--- src/sv/dmnf_pkg.sv ---
// ============================================================================
// dmnf_pkg - shared constants for the division magic number finder
// Field widths, stream packing and status codes.
// ============================================================================
package dmnf_pkg;

    localparam int DATA_WIDTH_DEF = 32;

    localparam int IN_FIELD_W = 32;
    localparam int MULT_W     = 32;
    localparam int SHIFT_W    = 6;
    localparam int STATUS_W   = 2;

    localparam int S_TDATA_W  = 2 * IN_FIELD_W;
    localparam int M_TDATA_W  = MULT_W + SHIFT_W + STATUS_W;

    // power-of-two trial value covers shifts 0..63
    localparam int E_W        = 64;
    localparam int SHIFT_MAX  = 63;

    localparam logic [STATUS_W-1:0] ST_FOUND   = 2'd0;
    localparam logic [STATUS_W-1:0] ST_NONE    = 2'd1;
    localparam logic [STATUS_W-1:0] ST_DIVZERO = 2'd2;

endpackage

--- src/sv/dmnf_csub.sv ---
// ============================================================================
// dmnf_csub - shared compare and subtract step
// Returns t - d when t >= d, else t; used for long division and residues.
// ============================================================================
module dmnf_csub
    import dmnf_pkg::*;
#(
    parameter int DATA_WIDTH = DATA_WIDTH_DEF
)
(
    input  logic [DATA_WIDTH:0]   t,
    input  logic [DATA_WIDTH-1:0] d,
    output logic [DATA_WIDTH-1:0] res,
    output logic                  ge
);

    // when d <= t < 2d the true difference is below d, so the low bits suffice
    logic [DATA_WIDTH-1:0] diff;

    assign diff = t[DATA_WIDTH-1:0] - d;
    assign ge   = (t >= {1'b0, d});
    assign res  = ge ? diff : t[DATA_WIDTH-1:0];

endmodule

--- src/sv/division_magic_number_finder_top.sv ---
// ============================================================================
// division_magic_number_finder_top - magic multiplier and shift search
// Finds m, s so that n / d == (n * m) >> s for all n up to a given maximum.
// ============================================================================
// Usage:
//   Slave stream carries one request: largest numerator and divisor. Master
//   stream returns multiplier, shift amount and status for each request.
//   Only the low DATA_WIDTH bits of each input field are used.
// Timing:
//   One request at a time. After acceptance, a long division of nmax+1 by d
//   runs bit by bit on the shared compare/subtract step, a setup state
//   follows, then each trial shift does a registered multiply, then a
//   compare plus residue update. Divisor zero or one skips the division
//   and the search and goes straight to the result.
// Stall:
//   The result sits in an output register; a new request is taken while it
//   waits. A finished search holds in its last state until that register
//   is free.
// Reset:
//   rst_n clears the sequencer and the output valid; nothing else needs it.
// ============================================================================
module division_magic_number_finder_top
    import dmnf_pkg::*;
#(
    parameter int DATA_WIDTH = DATA_WIDTH_DEF
)
(
    input  logic                 clk,
    input  logic                 rst_n,

    input  logic                 s_tvalid,
    output logic                 s_tready,
    // [31:0] largest_numerator, [63:32] divisor
    input  logic [S_TDATA_W-1:0] s_tdata,

    output logic                 m_tvalid,
    input  logic                 m_tready,
    // [31:0] multiplier, [37:32] shift_amount, [39:38] status
    output logic [M_TDATA_W-1:0] m_tdata
);

    localparam int W    = DATA_WIDTH;
    localparam int CW   = $clog2(W);
    localparam int NB_W = $clog2(W + 1);

    localparam logic [2:0] ST_IDLE  = 3'd0;
    localparam logic [2:0] ST_DIV   = 3'd1;
    localparam logic [2:0] ST_SETUP = 3'd2;
    localparam logic [2:0] ST_MUL   = 3'd3;
    localparam logic [2:0] ST_CMP   = 3'd4;
    localparam logic [2:0] ST_DONE  = 3'd5;

    logic [2:0]           state_reg,  state_next;
    logic [W-1:0]         d_reg,      d_next;
    logic [W-1:0]         np1_reg,    np1_next;
    logic [W-1:0]         nm1_reg,    nm1_next;
    logic [W-1:0]         rem_reg,    rem_next;
    logic [W-1:0]         nc_reg,     nc_next;
    logic [W-1:0]         q_reg,      q_next;
    logic [E_W-1:0]       e_reg,      e_next;
    logic [SHIFT_W-1:0]   s_reg,      s_next;
    logic [SHIFT_W-1:0]   limit_reg,  limit_next;
    logic [NB_W-1:0]      nbits_reg,  nbits_next;
    logic [CW-1:0]        cnt_reg,    cnt_next;
    logic [2*W-1:0]       prod_reg,   prod_next;
    logic [W-1:0]         rmult_reg,  rmult_next;
    logic [SHIFT_W-1:0]   rshift_reg, rshift_next;
    logic [STATUS_W-1:0]  rstat_reg,  rstat_next;
    logic                 m_tvalid_reg, m_tvalid_next;
    logic [M_TDATA_W-1:0] m_tdata_reg,  m_tdata_next;

    logic [W-1:0]   in_nmax;
    logic [W-1:0]   in_d;
    logic [W:0]     cs_t;
    logic [W-1:0]   cs_res;
    logic           cs_ge;
    logic [W-1:0]   mod_val;
    logic [NB_W:0]  nb2;
    logic           s_acc;
    logic           out_free;

    assign in_nmax  = s_tdata[W-1:0];
    assign in_d     = s_tdata[IN_FIELD_W +: W];
    assign s_acc    = s_tvalid && s_tready;
    assign out_free = !m_tvalid_reg || m_tready;
    assign mod_val  = d_reg - rem_reg - W'(1);
    assign nb2      = {nbits_reg, 1'b0};
    assign cs_t     = (state_reg == ST_DIV) ? {rem_reg, np1_reg[W-1]} : {rem_reg, 1'b1};

    dmnf_csub #(
        .DATA_WIDTH (DATA_WIDTH)
    ) u_csub (
        .t   (cs_t),
        .d   (d_reg),
        .res (cs_res),
        .ge  (cs_ge)
    );

    always_comb
    begin
        state_next    = state_reg;
        d_next        = d_reg;
        np1_next      = np1_reg;
        nm1_next      = nm1_reg;
        rem_next      = rem_reg;
        nc_next       = nc_reg;
        q_next        = q_reg;
        e_next        = e_reg;
        s_next        = s_reg;
        limit_next    = limit_reg;
        nbits_next    = nbits_reg;
        cnt_next      = cnt_reg;
        prod_next     = prod_reg;
        rmult_next    = rmult_reg;
        rshift_next   = rshift_reg;
        rstat_next    = rstat_reg;
        m_tvalid_next = m_tvalid_reg && !m_tready;
        m_tdata_next  = m_tdata_reg;

        case (state_reg)
            ST_IDLE:
            begin
                if (s_acc)
                begin
                    d_next      = in_d;
                    np1_next    = in_nmax + W'(1);
                    nm1_next    = (in_nmax > W'(1)) ? in_nmax - W'(1) : '0;
                    rem_next    = '0;
                    nbits_next  = '0;
                    cnt_next    = CW'(W - 1);
                    rshift_next = '0;
                    if (in_d == '0)
                    begin
                        rmult_next = '1;
                        rstat_next = ST_DIVZERO;
                        state_next = ST_DONE;
                    end
                    else if (in_d == W'(1))
                    begin
                        rmult_next = W'(1);
                        rstat_next = ST_FOUND;
                        state_next = ST_DONE;
                    end
                    else
                    begin
                        state_next = ST_DIV;
                    end
                end
            end
            ST_DIV:
            begin
                rem_next = cs_res;
                np1_next = {np1_reg[W-2:0], np1_reg[W-1]};
                nm1_next = {nm1_reg[W-2:0], 1'b0};
                if ((nbits_reg == '0) && nm1_reg[W-1])
                    nbits_next = NB_W'(cnt_reg) + NB_W'(1);
                cnt_next = cnt_reg - CW'(1);
                if (cnt_reg == '0)
                    state_next = ST_SETUP;
            end
            ST_SETUP:
            begin
                nc_next  = np1_reg - rem_reg - W'(1);
                rem_next = '0;
                q_next   = '0;
                e_next   = E_W'(1);
                s_next   = '0;
                if (nb2 > (NB_W+1)'(SHIFT_MAX))
                    limit_next = SHIFT_W'(SHIFT_MAX);
                else
                    limit_next = SHIFT_W'(nb2);
                state_next = ST_MUL;
            end
            ST_MUL:
            begin
                prod_next  = nc_reg * mod_val;
                state_next = ST_CMP;
            end
            ST_CMP:
            begin
                if (E_W'(prod_reg) < e_reg)
                begin
                    rmult_next  = q_reg + W'(1);
                    rshift_next = s_reg;
                    rstat_next  = ST_FOUND;
                    state_next  = ST_DONE;
                end
                else if (s_reg == limit_reg)
                begin
                    rmult_next  = '1;
                    rshift_next = '0;
                    rstat_next  = ST_NONE;
                    state_next  = ST_DONE;
                end
                else
                begin
                    rem_next   = cs_res;
                    q_next     = {q_reg[W-2:0], cs_ge};
                    e_next     = {e_reg[E_W-2:0], 1'b0};
                    s_next     = s_reg + SHIFT_W'(1);
                    state_next = ST_MUL;
                end
            end
            ST_DONE:
            begin
                if (out_free)
                begin
                    m_tvalid_next = 1'b1;
                    m_tdata_next  = {rstat_reg, rshift_reg, MULT_W'(rmult_reg)};
                    state_next    = ST_IDLE;
                end
            end
            default:
            begin
                state_next = ST_IDLE;
            end
        endcase
    end

    always_ff @(posedge clk or negedge rst_n)
    begin
        if (!rst_n)
        begin
            state_reg    <= ST_IDLE;
            m_tvalid_reg <= 1'b0;
        end
        else
        begin
            state_reg    <= state_next;
            m_tvalid_reg <= m_tvalid_next;
        end
    end

    always_ff @(posedge clk)
    begin
        d_reg       <= d_next;
        np1_reg     <= np1_next;
        nm1_reg     <= nm1_next;
        rem_reg     <= rem_next;
        nc_reg      <= nc_next;
        q_reg       <= q_next;
        e_reg       <= e_next;
        s_reg       <= s_next;
        limit_reg   <= limit_next;
        nbits_reg   <= nbits_next;
        cnt_reg     <= cnt_next;
        prod_reg    <= prod_next;
        rmult_reg   <= rmult_next;
        rshift_reg  <= rshift_next;
        rstat_reg   <= rstat_next;
        m_tdata_reg <= m_tdata_next;
    end

    assign s_tready = (state_reg == ST_IDLE);
    assign m_tvalid = m_tvalid_reg;
    assign m_tdata  = m_tdata_reg;

    // residue stays below the divisor through the shift search
    a_rem_below_d: assert property (@(posedge clk) disable iff (!rst_n)
        (state_reg == ST_MUL || state_reg == ST_CMP) |-> (rem_reg < d_reg))
        else $error("residue not below divisor");

    // trial shift never passes its limit
    a_shift_in_limit: assert property (@(posedge clk) disable iff (!rst_n)
        (state_reg == ST_MUL || state_reg == ST_CMP) |-> (s_reg <= limit_reg))
        else $error("trial shift beyond limit");

    // trial power of two stays one-hot
    a_e_onehot: assert property (@(posedge clk) disable iff (!rst_n)
        (state_reg == ST_MUL || state_reg == ST_CMP) |-> $onehot(e_reg))
        else $error("trial power not one-hot");

    // a fresh result is only loaded when the output register is free
    a_no_overwrite: assert property (@(posedge clk) disable iff (!rst_n)
        (m_tvalid && !m_tready) |=> $stable(m_tdata))
        else $error("pending result overwritten");

    // failure codes always carry shift zero
    a_fail_shift_zero: assert property (@(posedge clk) disable iff (!rst_n)
        (m_tvalid && (m_tdata[M_TDATA_W-1 -: STATUS_W] != ST_FOUND))
        |-> (m_tdata[MULT_W +: SHIFT_W] == '0))
        else $error("nonzero shift on failure status");

endmodule
--- config.mk ---
export PLATFORM = sky130hd
export DESIGN_NAME = division_magic_number_finder_top
export DESIGN_NICKNAME = d
export VERILOG_FILES = /design/src/sv/dmnf_pkg.sv /design/src/sv/dmnf_csub.sv /design/src/sv/division_magic_number_finder_top.sv
export SDC_FILE = /design/constraint.sdc
export NUM_CORES = 2
export LEC_CHECK = 0
export BUFFER_PORTS_ARGS = -buffer_cell sky130_fd_sc_hd__clkbuf_2
export CAP_MARGIN = 40
export CORE_UTILIZATION = 60
export CTS_CLUSTER_SIZE = 16
export DETAILED_ROUTE_END_ITERATION = 12
export HOLD_SLACK_MARGIN = 0.1
export PLACE_DENSITY = 0.77
export REMOVE_ABC_BUFFERS = 1
export SYNTH_ARGS = -nofsm -noshare
export SYNTH_HDL_FRONTEND = slang
export SYNTH_SLANG_ARGS = --single-unit
--- constraint.sdc ---
create_clock -name clk -period 25.2 [get_ports clk]
set_clock_uncertainty 0.05 [all_clocks]
set_input_delay 5.04 -clock clk [delete_from_list [all_inputs] [get_ports clk]]
set_output_delay 5.04 -clock clk [all_outputs]
set_load 0.01 [all_outputs]
After elaboration in Yosys (flattened, before gate mapping)
Index checks and enable logic that the tools add are counted.

word-level totals
  flip-flop bits (word level) = 427
  logic and storage cells = 124
  input bits = 68

cells by class
  add/subtract/negate cells = 11
  muxes and demuxes = 51
  $mul = 1
  magnitude comparators = 4
  reductions and logical operators = 23
  eq/ne operators = 15

operator list
  kind                     count
  $mux W32                 14
  $pmux W32 S2             4
  $mux W64                 2
  $pmux W32 S4             1
  $pmux W64 S2             1
  $sub A32 B1 Y32 const B  3
  $sub A32 B32 Y32         3
  $add A32 B1 Y32 const B  2
  $lt A64 B64 Y1           1
  $mul A32 B32 Y64         1
  $mux W6                  6
  $pmux W6 S2              3
  $ge A33 B32 Y1           1
  $eq A32 B1 Y1 const B    1
  $gt A32 B1 Y1 const B    1
  $logic_not A32 Y1        1
  $mux W3                  7
  $pmux W3 S6              1
  $reduce_and A3 Y1        4
  $mux W2                  5
  $pmux W5 S2              1
  $reduce_and A4 Y1        2
  $gt A7 B6 Y1 const B     1
  $add A5 B1 Y6 const B    1
  other kinds (22)         38

Longest topological paths before layout
  depth in word-level cells = 7
  gate-level depth with buffers = 37
  gate-level depth less buffers = 35

Cells and area by module
From an unflattened synthesis, not the netlist that was laid out.

unflattened totals
  cell total of the unflattened synthesis = 5929
  area total of the unflattened synthesis = 57030.9 sq um

by module, submodules not included
  module                            area each (sq um)  cells an instance  seq. area each (sq um)  instances
  division_magic_number_finder_top  54561.1            5548               12802.3                 1
  dmnf_csub                         2469.9             381                0.0                     1

Worst setup path after synthesis
No wires, ideal clock.

  path type = register to register
  from = register rem_reg[0]
  to = register prod_reg[58], data pin
  stages on the path, launching flop included = 37
  buffers on the path = 1
  data required time = 24.889 ns
  setup time = 0.261 ns
  slack = 16.095 ns
  data arrival time = 8.794 ns
  path through = edfxtp_1 inv_1 ha_1 fa_1 a21o_1 a21oi_1 o21a_1 o21ai_1 a21oi_1 nor2b_1 o41ai_1 xnor2_1 clkbuf_1 nand2_1 fa_1 inv_1 fa_1 inv_1 fa_1 fa_1 inv_1 fa_1 fa_1 fa_1 inv_1 fa_1 inv_1 ha_1 a21oi_1 o21ai_1 a311oi_2 nand2_1 a41oi_1 a21oi_1 a41oi_2 nor4_1 a311o_1

between the ends
  cells in the longest elaborated chain, start to end = 3

ends and longest elaborated chain
  element                   line                                     RTL
  start: declaration        division_magic_number_finder_top.sv:57   logic [W-1:0] rem_reg, rem_next;
  start signal: assignment  division_magic_number_finder_top.sv:239  rem_reg <= rem_next;
  $sub A32 B32 Y32          division_magic_number_finder_top.sv:86   assign mod_val = d_reg - rem_reg - W'(1);
  $sub A32 B1 Y32           division_magic_number_finder_top.sv:86
  $mul A32 B32 Y64          division_magic_number_finder_top.sv:176  prod_next = nc_reg * mod_val;
  end signal: assignment    division_magic_number_finder_top.sv:247  prod_reg <= prod_next;
  end: declaration          division_magic_number_finder_top.sv:65   logic [2*W-1:0] prod_reg, prod_next;

Every way passes these cells.
A chain may end at the register's enable or synchronous reset.

Worst setup path after layout
Ends and elaborated chain as after synthesis.

==> out/qor.yml <==
required_ns: 25.48
first_iter_violations: 3733
nNetsFinal: 7428
ys_ff_latch: 427
finalMaxSlewViolations: 0
yosysWarnings: 0
wl_um: 150000
tightest_slew_ns: 0.934
ant_nets: 0
yosys-top-cells-area: "fa_1, edfxtp_1, ha_1, inv_1, nand2_1"
core_region_area_um2: 96600
period_needed_ns: 10.58
grt_util_all_layers_pct: 31.4
fmax_mhz: 94.5
start_util_pct: 60.4
vias_per_cell: 5.90
io_buffers: 109
rsz0062_at_grt: "no"
vias: 43300
ios: 110
end_kind: "flip-flop"
setup_viol_count_final: 0
crit_type: "flip-flop to flip-flop"
syn_area_um2: 58300
finalSetupTns_ns: 0
cp-start-kind: "flip-flop"
synthCells: 6148
drive_gt1_share_pct: 6.03
grt_max_degree: 108
finish.utilization_pct: 63.8
synth_flop_cell: "edfxtp_1"
grt_pass1_vias: 45500
min_path_type: "flip-flop to flip-flop"
timing.slew.headroom_pct: 36.9
postCtsSetupBuffers: 0
cts.clk_slew.worst_paths_ns: 0.07
die_area_um2: 98500
antenna_found_initial: 3
cts.sinks: 427
hold_depth: 0
fill_cells: 7673
die_h_um: 314
drv_cap: 0
worstPathArrival_ns: 10.85
std_cell_rows: 114
syn_avg_cell_area_um2: 9.49
root_buffer: "clkbuf_16"
yosys.area.top_type: "fa_1"
dpl.hpwl_um: 112000
crit_path_top_delay_cell: "fa_1"
wire_per_inst_um: 20.4
chipWidth_um: 314
r2r_cells: 36
path_max_fanout: 32
area_growth_pct: 5.66
max_stage_delay_ns: 0.57
grt_overflow: 0
seq_area_frac_synth_pct: 21.9
grt_pass1_wl_um: 244000
htreeDepth: 2
async_flop_share_pct: 0.937
r2r_setup_slack_ns: 14.62
clk-insertion-delay-late_ns: 0.58
place.gp.congestion: 0.955
synth-edff-count: 423
drcViolationCount: 0
synth_top_area_share_pct: 30.8
numCtsBuffers: 43
seqCellArea_um2: 12800
synth_cell_types: 96
drt_first_pass_iters: 5
status: "completed"
cts_resized: 0
critPathMostFrequentCell: "fa_1"
cp.depth: 36
hold_viol: 0
cts_hold_buf: 0
cts_tree: "built"
fin_crit_sh_pct: 42.0
crit_family: "adder cells"
multi_input_area_um2: 40100
clk_path_buf_depth: 3
cp_num_buf_inv: 7
==> final timing paths <==
kind,start,endpoint
setup / recovery,rem_reg[0],prod_reg[58]
hold / removal,rshift_reg[0],m_tdata[32]
setup reg to reg,rem_reg[0],prod_reg[58]
hold reg to reg,rshift_reg[0],m_tdata[32]
max in group asynchronous,rst_n,state_reg[1]
min in group asynchronous,rst_n,m_tvalid
==> placed cells by master (no fill, tap or decap), types with 83 or more instances in the layout <==
cell | synthesis | final
inv_1 | 1125 | 1124
ha_1 | 428 | 427
nand3_1 | 114 | 114
nor2_1 | 199 | 198
nand2_1 | 818 | 816
nand4_1 | 83 | 83
xnor2_1 | 149 | 128
clkbuf_2 | 1 | 109
buf_4 | 4 | 84
and2_1 | 448 | 447
o21ai_0 | 152 | 152
fa_1 | 899 | 899
edfxtp_1 | 423 | 423
xor2_1 | 95 | 89
a21oi_1 | 191 | 191
==> layout make-up <==
type	instances	area share, %
multi-input combinational	4235	65.1
sequential	427	20.8
inverter	1127	6.87
tap	1276	2.59
timing repair buffer	199	2.12
clock buffer	44	1.75
clock inverter	36	0.767
antenna	1	0.00406
==> kinds of logic after synthesis <==
family | count (synthesis) | share of synthesized area (%)
simple gates | 1954 | 16.8
buf+inv | 1486 | 9.69
fa+ha+maj | 1327 | 40.0
compound gates | 703 | 7.79
flops | 427 | 21.9
xor+xnor | 244 | 3.66
mux | 7 | 0.124
==> metal layers <==
layer / vias up / GRT usage (%) / wire length (um)
met5: - / 0 / 11
met4: 2 / 12.3 / 6700
met3: 387 / 4.95 / 13100
met2: 1957 / 51.3 / 71100
met1: 21700 / 42.2 / 59100
li1: 19300 / - / -
==> cell usage after synthesis, types with 5 or more instances <==
cell	n
o21ai_1	15
o22ai_1	9
and2_1	448
or3_1	5
o311ai_1	6
nand2_1	818
nand3_1	114
and4_1	7
mux2i_1	5
and3_1	59
ha_1	428
o21ai_0	152
o311a_1	5
nand2b_1	25
a311oi_1	14
a211oi_1	25
a21o_1	82
nor3_1	44
nor2b_1	25
o2111ai_1	8
nor3b_1	48
buf_1	8
nor4b_2	6
a31oi_1	37
o21bai_1	30
a211o_1	6
or3b_1	11
xor2_1	95
nor4_1	21
o311ai_0	9
nor2_1	199
xnor2_1	149
fa_1	899
clkbuf_1	310
buf_2	34
o31ai_1	30
nand4_1	83
o211ai_1	16
edfxtp_1	423
or2_2	11
o21a_1	21
a21oi_1	191
inv_1	1125
==> through the flow <==
stage	hold WS [ns]	std cells	cell area, um2	setup WS (ns)
after floorplan	0.350	5789	56900	15.51
after global placement	0.352	7258	60000	14.77
after detailed placement	0.356	7264	60100	14.69
after CTS	0.371	7344	61600	14.66
after global routing	0.372	7345	61600	14.18
final	0.370	7345	61600	14.62
Power is not shown: default switching activity piles up to over one toggle a cycle in this logic, so the estimate is an artifact.
